**src/rtl/dups_pkg.sv**
```systemverilog
`default_nettype none

package dups_pkg;

    // Field and register widths
    localparam int MAX_THREADS_DEF = 16;
    localparam int REQ_W           = 2;
    localparam int RND_W           = 16;
    localparam int CFG_W           = 8;
    localparam int CFG_ADDR_W      = 2;
    localparam int USAGE_W         = 8;
    localparam int PRIO_W          = 8;
    localparam int OUT_IDX_W       = 4;
    localparam int OUT_W           = 8;

    // Scheduling constants
    localparam int USAGE_CHARGE    = 2;
    localparam int PRIO_OFFSET     = 4;

    // Register reset values
    localparam logic [CFG_W-1:0] MAX_USAGE_RST  = 8'd127;
    localparam logic [CFG_W-1:0] MAX_PRIO_RST   = 8'd31;
    localparam logic [CFG_W-1:0] MIN_PRIO_RST   = 8'd0;
    localparam logic [CFG_W-1:0] BASE_PRIO_RST  = 8'd4;

    typedef enum logic [1:0] {
        ST_FREE     = 2'd0,
        ST_RUNNABLE = 2'd1,
        ST_RUNNING  = 2'd2,
        ST_SLEEP    = 2'd3
    } t_status;

    typedef enum logic [REQ_W-1:0] {
        REQ_SCHED  = 2'd0,
        REQ_CREATE = 2'd1,
        REQ_SLEEP  = 2'd2,
        REQ_NONE   = 2'd3
    } t_req;

    typedef enum logic [CFG_ADDR_W-1:0] {
        CFG_MAX_USAGE = 2'd0,
        CFG_MAX_PRIO  = 2'd1,
        CFG_MIN_PRIO  = 2'd2,
        CFG_BASE_PRIO = 2'd3
    } t_cfg_idx;

    typedef enum logic [3:0] {
        S_INIT,
        S_IDLE,
        S_WALK,
        S_WDRAIN,
        S_DIVGO,
        S_DIV,
        S_SEEK,
        S_SDRAIN,
        S_PICK,
        S_FIN
    } t_state;

    typedef struct packed {
        logic [CFG_W-1:0] max_usage;
        logic [CFG_W-1:0] max_prio;
        logic [CFG_W-1:0] min_prio;
        logic [CFG_W-1:0] base_prio;
    } t_cfg;

endpackage

`default_nettype wire

```
**src/rtl/dups_mod.sv**
```systemverilog
`default_nettype none

module dups_mod #(
    parameter int DW = 16,
    parameter int VW = 4
) (
    input  wire logic          i_clk,
    input  wire logic          i_rst_n,
    input  wire logic          i_start,
    input  wire logic [DW-1:0] i_dividend,
    input  wire logic [VW-1:0] i_divisor,
    output logic               o_done,
    output logic [VW-1:0]      o_rem
);

    localparam int SW = $clog2(DW + 1);

    logic          r_busy;
    logic          r_done;
    logic [SW-1:0] r_cnt;
    logic [DW-1:0] r_dvd;
    logic [VW-1:0] r_rem;
    logic [VW-1:0] r_dvs;

    logic [VW:0]   w_trial;
    logic [VW:0]   w_diff;
    logic [VW-1:0] n_rem;

    // One restoring step: bring down the next dividend bit, subtract if it fits
    always_comb begin
        w_trial = {r_rem, r_dvd[DW-1]};
        w_diff  = w_trial - {1'b0, r_dvs};
        if (w_trial >= {1'b0, r_dvs}) begin
            n_rem = w_diff[VW-1:0];
        end else begin
            n_rem = w_trial[VW-1:0];
        end
    end

    // Step one bit per cycle, MSB first
    always_ff @(posedge i_clk) begin
        if (!i_rst_n) begin
            r_busy <= 1'b0;
            r_done <= 1'b0;
        end else begin
            r_done <= 1'b0;
            if (i_start) begin
                r_busy <= 1'b1;
                r_cnt  <= SW'(DW);
                r_dvd  <= i_dividend;
                r_rem  <= '0;
                r_dvs  <= i_divisor;
            end else if (r_busy) begin
                r_rem <= n_rem;
                r_dvd <= r_dvd << 1;
                r_cnt <= r_cnt - SW'(1);
                if (r_cnt == SW'(1)) begin
                    r_busy <= 1'b0;
                    r_done <= 1'b1;
                end
            end
        end
    end

    assign o_done = r_done;
    assign o_rem  = r_rem;

endmodule

`default_nettype wire

```
**src/rtl/dups_calc.sv**
```systemverilog
`default_nettype none

module dups_calc (
    input  wire dups_pkg::t_cfg                          i_cfg,
    input  wire logic [dups_pkg::USAGE_W-1:0]            i_usage,
    input  wire logic                                    i_is_cur,
    output logic [dups_pkg::USAGE_W-1:0]                 o_usage,
    output logic [dups_pkg::PRIO_W-1:0]                  o_prio
);

    import dups_pkg::*;

    logic [USAGE_W:0]   w_sum;
    logic [USAGE_W-1:0] w_charged;
    logic [USAGE_W-1:0] w_decayed;
    logic [PRIO_W-1:0]  w_raw;

    always_comb begin
        // Charge the running thread, saturating at the limit
        w_sum = {1'b0, i_usage} + (USAGE_W + 1)'(USAGE_CHARGE);
        if (!i_is_cur) begin
            w_charged = i_usage;
        end else if (w_sum > {1'b0, i_cfg.max_usage}) begin
            w_charged = i_cfg.max_usage;
        end else begin
            w_charged = w_sum[USAGE_W-1:0];
        end

        // Decay by one, floor at zero
        if (w_charged != '0) begin
            w_decayed = w_charged - USAGE_W'(1);
        end else begin
            w_decayed = '0;
        end

        // Priority from usage, then clamp to max_prio; below min_prio it is zero
        w_raw = PRIO_W'(PRIO_OFFSET) + PRIO_W'(w_decayed[USAGE_W-1:2]);
        if (w_raw < i_cfg.min_prio) begin
            o_prio = '0;
        end else if (w_raw > i_cfg.max_prio) begin
            o_prio = i_cfg.max_prio;
        end else begin
            o_prio = w_raw;
        end
        o_usage = w_decayed;
    end

endmodule

`default_nettype wire

```
**src/rtl/decay_usage_priority_scheduler.sv**
```systemverilog
`default_nettype none
// Decay-usage thread scheduler over a table of MAX_THREADS slots (slot 0 is main).
// Input stream: tuser carries the request kind (schedule, create, sleep),
// tdata the 16-bit random value used to break priority ties.
// Output stream: one beat per request with the thread index, the switched flag
// and the table-full status.
// Config port: write enable, register index and 8-bit data; write only while idle.
// Create, sleep and the unused code are handled in the accepting cycle and the result
// is then registered at the output. Schedule steps are: accept, charge, decay and
// reprioritize every used slot (slot 0 keeps its priority), start the remainder unit
// and wait for the remainder, find the chosen slot, mark it and register the result;
// with no eligible slot the remainder and the search are skipped. The slot tables have
// one read and one write port, so the walks visit one slot per cycle, and the tie
// remainder is worked out one bit a cycle. One request is in flight at a time; tready
// is high only in idle.
// Reset restores the register defaults and a setup pass puts the main
// thread into slot 0 before the first request is taken.
// A stalled output beat holds; the next request may be accepted meanwhile and
// its result waits until the output register frees.

module decay_usage_priority_scheduler #(
    parameter int MAX_THREADS = dups_pkg::MAX_THREADS_DEF
) (
    input  wire logic                             i_clk,
    input  wire logic                             i_rst_n,
    input  wire logic                             i_s_axis_tvalid,
    output logic                                  o_s_axis_tready,
    input  wire logic [dups_pkg::RND_W-1:0]       i_s_axis_tdata,  // [15:0] tie_random
    input  wire logic [dups_pkg::REQ_W-1:0]       i_s_axis_tuser,  // [1:0] req_type
    output logic                                  o_m_axis_tvalid,
    input  wire logic                             i_m_axis_tready,
    // [3:0] thread_index, [4] switched, [5] status, [7:6] zero
    output logic [dups_pkg::OUT_W-1:0]            o_m_axis_tdata,
    input  wire logic                             i_cfg_we,
    input  wire logic [dups_pkg::CFG_ADDR_W-1:0]  i_cfg_addr,
    input  wire logic [dups_pkg::CFG_W-1:0]       i_cfg_wdata
);

    import dups_pkg::*;

    localparam int IW = $clog2(MAX_THREADS);
    localparam int CW = $clog2(MAX_THREADS + 1);

    // Slot tables
    logic [USAGE_W-1:0] mem_usage  [MAX_THREADS];
    logic [PRIO_W-1:0]  mem_prio   [MAX_THREADS];
    t_status            mem_status [MAX_THREADS];

    t_cfg r_cfg;

    t_state r_state, n_state;
    logic [CW-1:0] r_count, n_count;
    logic [IW-1:0] r_cur, n_cur;
    logic          r_out_valid, n_out_valid;
    logic          r_pv, n_pv;
    logic          r_any, n_any;

    logic [RND_W-1:0]  r_rnd, n_rnd;
    logic [IW-1:0]     r_idx, n_idx;
    logic [IW-1:0]     r_pidx, n_pidx;
    logic [PRIO_W-1:0] r_best, n_best;
    logic [IW-1:0]     r_ties, n_ties;
    logic [IW-1:0]     r_pick, n_pick;
    logic [IW-1:0]     r_seen, n_seen;
    logic [IW-1:0]     r_sel, n_sel;
    logic [IW-1:0]     r_res_idx, n_res_idx;
    logic              r_res_sw, n_res_sw;
    logic              r_res_st, n_res_st;
    logic [OUT_W-1:0]  r_out_data, n_out_data;

    logic [USAGE_W-1:0] r_rd_usage;
    logic [PRIO_W-1:0]  r_rd_prio;
    t_status            r_rd_status;

    logic               w_we_usage, w_we_prio, w_we_status;
    logic [IW-1:0]      w_waddr;
    logic [USAGE_W-1:0] w_wusage;
    logic [PRIO_W-1:0]  w_wprio;
    t_status            w_wstatus;

    logic               w_in_acc;
    logic               w_last;
    logic               w_is_cur;
    logic [USAGE_W-1:0] w_new_usage;
    logic [PRIO_W-1:0]  w_new_prio;
    t_status            w_new_status;
    logic               w_elig;
    logic               w_hit;
    logic               w_div_start;
    logic               w_div_done;
    logic [IW-1:0]      w_div_rem;
    logic [IW+3:0]      w_idx_ext;

    // Configuration registers
    always_ff @(posedge i_clk) begin
        if (!i_rst_n) begin
            r_cfg.max_usage <= MAX_USAGE_RST;
            r_cfg.max_prio  <= MAX_PRIO_RST;
            r_cfg.min_prio  <= MIN_PRIO_RST;
            r_cfg.base_prio <= BASE_PRIO_RST;
        end else if (i_cfg_we) begin
            case (t_cfg_idx'(i_cfg_addr))
                CFG_MAX_USAGE: r_cfg.max_usage <= i_cfg_wdata;
                CFG_MAX_PRIO:  r_cfg.max_prio  <= i_cfg_wdata;
                CFG_MIN_PRIO:  r_cfg.min_prio  <= i_cfg_wdata;
                CFG_BASE_PRIO: r_cfg.base_prio <= i_cfg_wdata;
                default: ;
            endcase
        end
    end

    // Per-slot usage and priority update
    dups_calc u_calc (
        .i_cfg    (r_cfg),
        .i_usage  (r_rd_usage),
        .i_is_cur (w_is_cur),
        .o_usage  (w_new_usage),
        .o_prio   (w_new_prio)
    );

    // Tie remainder unit
    dups_mod #(
        .DW (RND_W),
        .VW (IW)
    ) u_mod (
        .i_clk      (i_clk),
        .i_rst_n    (i_rst_n),
        .i_start    (w_div_start),
        .i_dividend (r_rnd),
        .i_divisor  (r_ties),
        .o_done     (w_div_done),
        .o_rem      (w_div_rem)
    );

    assign w_in_acc = i_s_axis_tvalid && o_s_axis_tready;
    assign w_last   = (CW'(r_idx) + CW'(1)) == r_count;
    assign w_is_cur = (r_pidx == r_cur);
    assign w_elig   = (r_pidx != '0) && (w_new_status == ST_RUNNABLE);
    assign w_hit    = (r_rd_status == ST_RUNNABLE) && (r_rd_prio == r_best);
    assign w_idx_ext = {4'b0, r_res_idx};

    always_comb begin
        if (w_is_cur && r_rd_status != ST_SLEEP) begin
            w_new_status = ST_RUNNABLE;
        end else begin
            w_new_status = r_rd_status;
        end
    end

    // Sequencer: next state, table writes and result
    always_comb begin
        n_state     = r_state;
        n_count     = r_count;
        n_cur       = r_cur;
        n_out_valid = r_out_valid;
        n_pv        = r_pv;
        n_any       = r_any;
        n_rnd       = r_rnd;
        n_idx       = r_idx;
        n_pidx      = r_pidx;
        n_best      = r_best;
        n_ties      = r_ties;
        n_pick      = r_pick;
        n_seen      = r_seen;
        n_sel       = r_sel;
        n_res_idx   = r_res_idx;
        n_res_sw    = r_res_sw;
        n_res_st    = r_res_st;
        n_out_data  = r_out_data;

        w_we_usage  = 1'b0;
        w_we_prio   = 1'b0;
        w_we_status = 1'b0;
        w_waddr     = '0;
        w_wusage    = '0;
        w_wprio     = r_cfg.base_prio;
        w_wstatus   = ST_RUNNABLE;
        w_div_start = 1'b0;

        // Drop the output beat once taken
        if (r_out_valid && i_m_axis_tready) begin
            n_out_valid = 1'b0;
        end

        case (r_state)
            S_INIT: begin
                w_we_usage  = 1'b1;
                w_we_status = 1'b1;
                n_state     = S_IDLE;
            end

            S_IDLE: begin
                if (w_in_acc) begin
                    n_rnd     = i_s_axis_tdata;
                    n_res_sw  = 1'b0;
                    n_res_st  = 1'b0;
                    n_res_idx = r_cur;
                    n_state   = S_FIN;
                    case (t_req'(i_s_axis_tuser))
                        REQ_SCHED: begin
                            n_idx   = '0;
                            n_pv    = 1'b0;
                            n_any   = 1'b0;
                            n_state = S_WALK;
                        end
                        REQ_CREATE: begin
                            if (r_count == CW'(MAX_THREADS)) begin
                                n_res_idx = '0;
                                n_res_st  = 1'b1;
                            end else begin
                                w_we_usage  = 1'b1;
                                w_we_prio   = 1'b1;
                                w_we_status = 1'b1;
                                w_waddr     = IW'(r_count);
                                n_count     = r_count + CW'(1);
                                n_res_idx   = IW'(r_count);
                            end
                        end
                        REQ_SLEEP: begin
                            w_we_status = 1'b1;
                            w_waddr     = r_cur;
                            w_wstatus   = ST_SLEEP;
                        end
                        REQ_NONE: ;
                        default: ;
                    endcase
                end
            end

            // Charge and decay every used slot, reprioritize all but slot 0; track best
            S_WALK, S_WDRAIN: begin
                if (r_state == S_WALK) begin
                    n_pv   = 1'b1;
                    n_pidx = r_idx;
                    if (w_last) begin
                        n_state = S_WDRAIN;
                    end else begin
                        n_idx = r_idx + IW'(1);
                    end
                end else begin
                    n_pv    = 1'b0;
                    n_state = S_DIVGO;
                end
                if (r_pv) begin
                    w_we_usage  = 1'b1;
                    w_we_prio   = (r_pidx != '0);
                    w_we_status = 1'b1;
                    w_waddr     = r_pidx;
                    w_wusage    = w_new_usage;
                    w_wprio     = w_new_prio;
                    w_wstatus   = w_new_status;
                    if (w_elig) begin
                        if (!r_any || w_new_prio < r_best) begin
                            n_any  = 1'b1;
                            n_best = w_new_prio;
                            n_ties = IW'(1);
                        end else if (w_new_prio == r_best) begin
                            n_ties = r_ties + IW'(1);
                        end
                    end
                end
            end

            S_DIVGO: begin
                if (!r_any) begin
                    n_res_idx = r_cur;
                    n_state   = S_FIN;
                end else begin
                    w_div_start = 1'b1;
                    n_state     = S_DIV;
                end
            end

            S_DIV: begin
                if (w_div_done) begin
                    n_pick  = w_div_rem;
                    n_idx   = IW'(1);
                    n_seen  = '0;
                    n_pv    = 1'b0;
                    n_state = S_SEEK;
                end
            end

            // Find the tied slot whose rank equals the remainder
            S_SEEK, S_SDRAIN: begin
                if (r_state == S_SEEK) begin
                    n_pv   = 1'b1;
                    n_pidx = r_idx;
                    if (w_last) begin
                        n_state = S_SDRAIN;
                    end else begin
                        n_idx = r_idx + IW'(1);
                    end
                end else begin
                    n_pv    = 1'b0;
                    n_state = S_PICK;
                end
                if (r_pv && w_hit) begin
                    if (r_seen == r_pick) begin
                        n_sel   = r_pidx;
                        n_pv    = 1'b0;
                        n_state = S_PICK;
                    end else begin
                        n_seen = r_seen + IW'(1);
                    end
                end
            end

            S_PICK: begin
                n_res_idx = r_sel;
                if (r_sel != r_cur) begin
                    w_we_status = 1'b1;
                    w_waddr     = r_sel;
                    w_wstatus   = ST_RUNNING;
                    n_cur       = r_sel;
                    n_res_sw    = 1'b1;
                end
                n_state = S_FIN;
            end

            // Hand the result to the output register when it is free
            S_FIN: begin
                if (!r_out_valid || i_m_axis_tready) begin
                    n_out_valid = 1'b1;
                    n_out_data  = {2'b00, r_res_st, r_res_sw, w_idx_ext[OUT_IDX_W-1:0]};
                    n_state     = S_IDLE;
                end
            end

            default: n_state = S_IDLE;
        endcase
    end

    // Control registers
    always_ff @(posedge i_clk) begin
        if (!i_rst_n) begin
            r_state     <= S_INIT;
            r_count     <= CW'(1);
            r_cur       <= '0;
            r_out_valid <= 1'b0;
            r_pv        <= 1'b0;
            r_any       <= 1'b0;
        end else begin
            r_state     <= n_state;
            r_count     <= n_count;
            r_cur       <= n_cur;
            r_out_valid <= n_out_valid;
            r_pv        <= n_pv;
            r_any       <= n_any;
        end
    end

    // Datapath registers
    always_ff @(posedge i_clk) begin
        r_rnd      <= n_rnd;
        r_idx      <= n_idx;
        r_pidx     <= n_pidx;
        r_best     <= n_best;
        r_ties     <= n_ties;
        r_pick     <= n_pick;
        r_seen     <= n_seen;
        r_sel      <= n_sel;
        r_res_idx  <= n_res_idx;
        r_res_sw   <= n_res_sw;
        r_res_st   <= n_res_st;
        r_out_data <= n_out_data;
    end

    // Slot tables: one write and one registered read per cycle
    always_ff @(posedge i_clk) begin
        if (w_we_usage) begin
            mem_usage[w_waddr] <= w_wusage;
        end
        if (w_we_prio) begin
            mem_prio[w_waddr] <= w_wprio;
        end
        if (w_we_status) begin
            mem_status[w_waddr] <= w_wstatus;
        end
        r_rd_usage  <= mem_usage[r_idx];
        r_rd_prio   <= mem_prio[r_idx];
        r_rd_status <= mem_status[r_idx];
    end

    assign o_s_axis_tready = (r_state == S_IDLE);
    assign o_m_axis_tvalid = r_out_valid;
    assign o_m_axis_tdata  = r_out_data;

endmodule

`default_nettype wire
```
**config.mk**
```make
export PLATFORM = sky130hd
export DESIGN_NAME = decay_usage_priority_scheduler
export DESIGN_NICKNAME = d
export VERILOG_FILES = /design/src/rtl/dups_pkg.sv /design/src/rtl/dups_mod.sv /design/src/rtl/dups_calc.sv /design/src/rtl/decay_usage_priority_scheduler.sv
export SDC_FILE = /design/constraint.sdc
export NUM_CORES = 1
export LEC_CHECK = 0
export CORE_MARGIN = 5
export CORE_UTILIZATION = 32
export CTS_CLUSTER_DIAMETER = 40
export DETAILED_ROUTE_END_ITERATION = 8
export DONT_BUFFER_PORTS = 1
export PLACE_DENSITY = 0.54
export SKIP_LAST_GASP = 1
export SLEW_MARGIN = 25
export SYNTH_ARGS = -nofsm -noshare
export SYNTH_HDL_FRONTEND = slang
export SYNTH_SLANG_ARGS = --single-unit
```
**constraint.sdc**
```tcl
create_clock -name i_clk -period 10.3 [get_ports i_clk]
set_clock_uncertainty 0.1 [all_clocks]
set_input_delay 2.575 -clock i_clk [delete_from_list [all_inputs] [get_ports i_clk]]
set_output_delay 2.575 -clock i_clk [all_outputs]
set_load 0.01 [all_outputs]
```
[Word-level counts from Yosys, hierarchy flattened]
Memories as Yosys holds them, arrays and structs flattened. A register that Yosys moved wholly into a read port is not among the register bits.
Cells that the tools add are included.
Storage, ports and cells
  flip-flop bits (word level): 139
  bits in writable memories: 288
  input port bits: 33
  output and inout port bits: 10
  logic and storage cells: 235
  memories: 3
Memory list
  mem_prio: depth 16, bits a word 8, read ports 1, clocked after Yosys merged registers in 1, write ports 1, RTL line decay_usage_priority_scheduler.sv:46  | logic [PRIO_W-1:0] mem_prio [MAX_THREADS];
  mem_usage: depth 16, bits a word 8, read ports 1, clocked after Yosys merged registers in 1, write ports 1, RTL line decay_usage_priority_scheduler.sv:45  | logic [USAGE_W-1:0] mem_usage [MAX_THREADS];
  mem_status: depth 16, bits a word 2, read ports 1, clocked after Yosys merged registers in 1, write ports 1, RTL line decay_usage_priority_scheduler.sv:47  | t_status mem_status [MAX_THREADS];
Cells by class
  $add $sub $neg: 10
  magnitude comparators: 5
  equality and inequality tests: 39
  mux-type cells: 99
  bitwise operators: 3
  reduce and logical (&&, ||, !) cells: 48
Operators with widths (number)
  $mux 4: 32
  $mux 8: 9
  $mux 1: 35
  $mux 16: 2
  $pmux 4 s7: 1
  $pmux 4 s2: 3
  $pmux 4 s3: 2
  $reduce_and 4->1: 6
  $ne 2x2->1 const B: 11
  $reduce_and 2->1: 10
  $eq 4x3->1 const B: 4
  $eq 8x8->1: 2
  $lt 8x8->1: 2
  $pmux 4 s4: 1
  $add 4x1->4 const B: 3
  $reduce_and 3->1: 4
  $reduce_and 6->1: 2
  $reduce_bool 2->1: 6
  $mux 2: 5
  $add 8x2->9 const B: 1
  $gt 9x8->1: 1
  $eq 2x1->1 const B: 4
  $eq 4x2->1 const B: 2
  $eq 4x4->1: 2
  33 further kinds: 54

[Depth between registers and ports, before layout]
  depth in word-level cells: 16
  mapped depth: 38
  gate-level depth less buffers: 36

[Hierarchy]
Synthesis repeated with hierarchy kept, for this count alone.
Second synthesis, totals
  cell total of the unflattened synthesis: 1301
  area, all modules: 19725.2 µm²
By module, submodules not included
  decay_usage_priority_scheduler: instances 1, cells each 993, area each 16683.5 µm²
  dups_calc: instances 1, cells each 203, area each 1539.0 µm²
  dups_mod: instances 1, cells each 105, area each 1502.7 µm²

[Worst setup path before layout]
Ideal clock, no wire load.
  kind: register to register
  start: reg r_rd_usage[3] (read register of mem_usage)
  end: reg r_best[0], enable pin
  arrival time: 6.679 ns
  data required time: 9.826 ns
  setup slack: 3.147 ns
  cell stages (with the launch flop): 36
  buffers on the path: 1
  clock period less this slack: 7.153 ns
  cell sequence: dfxtp_1 > and4_4 > nand2_1 > xor2_1 > inv_1 > ha_1 > a21oi_1 > nand2_1 > a2111oi_2 > nor2_1 > nand3_1 > o31ai_1 > a21oi_1 > ha_1 > nor3b_4 > a21oi_1 > a41oi_2 > inv_1 > ha_1 > ha_1 > o21a_1 > o21a_1 > o21a_1 > o21ai_0 > a211oi_1 > clkbuf_1 > nor4bb_1 > mux2i_1 > a21oi_1 > ha_1 > a21o_1 > a21o_1 > a21oi_1 > o21ai_0 > and2_1 > nor2_1
On the way
  cells in the longest elaborated chain, start to end: 13
  elaborated cells on any way between the ends: 15
Ends and longest elaborated chain
  start, declared: RTL line decay_usage_priority_scheduler.sv:71  | logic [USAGE_W-1:0] r_rd_usage;
  $add 8x2->9: RTL line dups_calc.sv:20  | w_sum = {1'b0, i_usage} + (USAGE_W + 1)'(USAGE_CHARGE);
  $gt 9x8->1: RTL line dups_calc.sv:23  | end else if (w_sum > {1'b0, i_cfg.max_usage}) begin
  $mux 8: RTL line dups_calc.sv:23
  $mux 8 (*): RTL line dups_calc.sv:21  | if (!i_is_cur) begin
  $sub 8x1->8 / $reduce_bool 8->1 (equally long branches): RTL line dups_calc.sv:31, dups_calc.sv:30
  $mux 8 (*): RTL line dups_calc.sv:30  | if (w_charged != '0) begin
  $add 3x6->7 (*): RTL line dups_calc.sv:37  | w_raw = PRIO_W'(PRIO_OFFSET) + PRIO_W'(w_decayed[USAGE_W-1:2]);
  $gt 8x8->1: RTL line dups_calc.sv:40  | end else if (w_raw > i_cfg.max_prio) begin
  $mux 8: RTL line dups_calc.sv:40
  $mux 8 (*): RTL line dups_calc.sv:38  | if (w_raw < i_cfg.min_prio) begin
  net u_calc.o_prio, one bit: RTL line dups_calc.sv:8  | output logic [dups_pkg::PRIO_W-1:0] o_prio
  $lt 8x8->1 (*): RTL line decay_usage_priority_scheduler.sv:253  | if (!r_any || w_new_prio < r_best) begin
  $logic_or 1x1->1 (*): RTL line decay_usage_priority_scheduler.sv:253
  $reduce_and 4->1 (no line) (*)
  end signal, assigned: RTL line decay_usage_priority_scheduler.sv:358  | r_best <= n_best;
  end, declared: RTL line decay_usage_priority_scheduler.sv:61  | logic [PRIO_W-1:0] r_best, n_best;
Mark *: on every way through the listed nets, which the timed path passes. The rest lies on a longest branch.
A chain may end at the register's enable or synchronous reset.

[Worst setup path in the final report]
  start: reg r_rd_usage[1] (read register of mem_usage)
  end: reg r_best[4], enable pin
The elaborated chain is that of the path after synthesis.

==> results.txt <==
I/O pins -> 43
Clock Sinks -> 445
Distinct cells, synth -> 80
Pleak -> 7.77 nW
Crit. Startpoint -> r_rd_usage[1]
met2 wire len -> 19,500 um
Initial Util -> 32.1%
power density cells -> 187 nW/um2
most frequent CP cell -> ha_1
Rel. slew slack -> 32.0%
drt via density -> 4.92
Pins Over Slew Limit -> 0
Slowest-stage cell, CP -> nor2_1
Syn Inst Count -> 1,280
total grt overflow -> 0
routed len/inst -> 19.3 um
reg2reg start -> r_rd_usage[1]
Post-synth top flop -> edfxtp_1
number of global-route vias before repair -> 10,800
die area -> 65,400 um2
filler cell count -> 5,654
worst min path class -> flop to flop
H-tree lvl count -> 2
Clock Latency Late Sink -> 0.62 ns
total of max-cap violations -> 0
Max IR drop VDD -> 0.000119 V
Mean Syn Cell Area -> 15.1 um2
yosys warns -> 0
Setup CP Type -> flop to flop
CTS Hold Buffers Added -> 0
number of nets in the final layout -> 1,388
Tmin final -> 8.32 ns
CTS Buffer Depth -> 3
RSZ-0062 raised after global routing -> no
DR WL met3 -> 1910 um
post-CTS setup buffer count -> 0
root buffer selected by CTS -> clkbuf_16
Area Overhead vs Synth -> 15.2%
Max Fanout on Critical Path -> 11
CP max stage delay -> 0.56 ns
DRT iter0 DRCs -> 794
Crit path required time -> 10.46 ns
# port buffers -> 0
die width -> 256 um
Worst Setup End Kind -> flop
Setup WS pre-CTS -> 2.09 ns
Max Used Layer -> met4
Synth area leader -> edfxtp_1
Total GRT Usage -> 12.4%
status -> finished, final reports clean
cts bufs inserted -> 58
most numerous cell in the Yosys netlist -> edfxtp_1
layout cells sized above 1 -> 19.6%
Post-DRT Antenna Nets -> 0
FF-to-FF End -> r_best[4]
CTS tree -> yes
Max Freq -> 120 MHz
Reg clk slew, reported paths -> 0.06 ns
register bit count reported by yosys -> 445
Synth area leaders -> edfxtp_1, mux4_2, dfxtp_1
row cnt -> 90
Yosys top cell area share -> 58.6%
via count -> 10,500
Final setup viols -> 0
core area -> 60,100 um2
synthesized area -> 19,300 um2
first-pass GRT wire length -> 64,300 um
DRC viols -> 0
wirelength, routed -> 41,400 um
Reg2Reg Setup Slack -> 1.98 ns
largest net degree at the start of global routing -> 65
Worst Setup EP -> r_best[4]
WP data arrival -> 8.47 ns
post-CTS sizing -> 0
dpl cell area -> 20,300 um2
M1 wire length -> 18,900 um
number of synthesized flops with an enable pin -> 377
worst setup margin -> 1.98 ns
Startpoint Class -> flop
worst slew pin tran -> 1.02 ns
Final Wtd Congestion -> 0.838
overall power -> 0.00417 W
initial antenna violation count -> 1
# diodes -> 0
die height -> 256 um
final instance area -> 22,300 um2
post-DP HPWL -> 28,100 um
Post-synth ARST share -> 0%
drt first pass iters -> 5
final hold vios -> 0
setup_tns -> 0 ns
Commonest cells post-synth -> edfxtp_1, nor2_1, mux4_2
Period Utilization, post-route -> 80.7%
worst r2r path cells -> 35
Hold Slack -> 0.326 ns
Seq/Total Area, Yosys -> 65.6%
routing by layer:
layer / global-route usage, % / vias to the layer above
met2: 20.1 / 216
met3: 2.21 / 62
li1: - / 4946
met5: 0 / -
met4: 4.00 / 0
met1: 16.9 / 5295
layout by cell type, fill, tap and decap left out, drive strengths merged, types with 11 or more instances in the layout:
cell type,netlist,routed
nand2b,14,14
edfxtp,377,377
xnor2,23,23
nand2,89,89
o21ai,21,21
dfxtp,68,68
a21boi,21,21
ha,47,47
and2,12,12
nor2b,22,22
and3,19,19
mux2,15,15
buf,18,24
nand3,26,26
or2,11,11
mux4,90,90
nor2,111,111
nor3,20,20
o211ai,11,11
a21oi,33,33
inv,50,67
xor2,22,22
clkbuf,42,70
mux2i,13,13
clkinv,1,18
worst min-delay path by stage:
stage | startpoint | to | slack, ns | depth (start not counted)
floorplan | r_res_idx[0] | o_m_axis_tdata[0] | 0.30 | 0
finish | r_res_idx[2] | o_m_axis_tdata[2] | 0.33 | 0
CTS | r_res_idx[2] | o_m_axis_tdata[2] | 0.32 | 0
global placement | r_res_idx[1] | o_m_axis_tdata[1] | 0.31 | 0
global route | r_res_idx[2] | o_m_axis_tdata[2] | 0.33 | 0
detailed placement | r_res_idx[2] | o_m_axis_tdata[2] | 0.31 | 0
where the power goes:
part	internal, W	switching, W	total, W
Clock	0.00119	0.000812	0.00200
Sequential	0.00197	0.0000162	0.00198
Combinational	0.0000780	0.000116	0.000194
Total	0.00323	0.000943	0.00417
final cells by class:
type,count,area [um2],area share [%]
clock inverter,40,433,1.94
clock buffer,70,1530,6.86
inverter,51,191,0.860
tap,782,978,4.39
sequential,445,12700,57.0
multi-input combinational,727,6250,28.1
timing repair buffer,24,200,0.899
cell families (layout without fill, tap and decap cells):
kind of cell,count (synthesis),count (layout),share of synthesized area [%]
AND/OR/NAND/NOR,365,365,9.33
multiplexers,118,118,12.0
XOR/XNOR,45,45,2.04
other,1,4,0.0194
adder cells (fa/ha/maj),48,48,3.15
buffers and inverters,111,185,2.30
flip-flops,445,445,65.6
AO/OA/AOI/OAI,147,147,5.50
through the flow:
stage	std cells	util, %
after global placement	2027	33.6
after global routing	2139	37.0
final	2139	37.0
after floorplan	1283	-
after CTS	2138	37.0
after detailed placement	2028	33.7
registers in the layout, summed over array words and instances, names as in the netlist, 5 cells and up:
name / count
mem_prio: 128
mem_status: 32
mem_usage: 128
o_m_axis_tdata: 6
r_best: 8
r_cfg: 32
r_count: 5
r_rd_prio: 8
r_rd_usage: 8
r_rnd: 16
u_mod.r_cnt: 5
u_mod.r_dvd: 16
worst max-delay path: cells and delay by family, from the launching register on:
family,cells,cell delay [ns]
AOI/OAI and AO/OA,15,2.86
xor gates and xnor gates,2,0.52
adders and majority gates,6,1.62
buffers and inverters,3,0.35
DFF,1,0.48
muxes,1,0.16
and+or+nand+nor,8,1.88
Power figures use the tool's default switching activity.
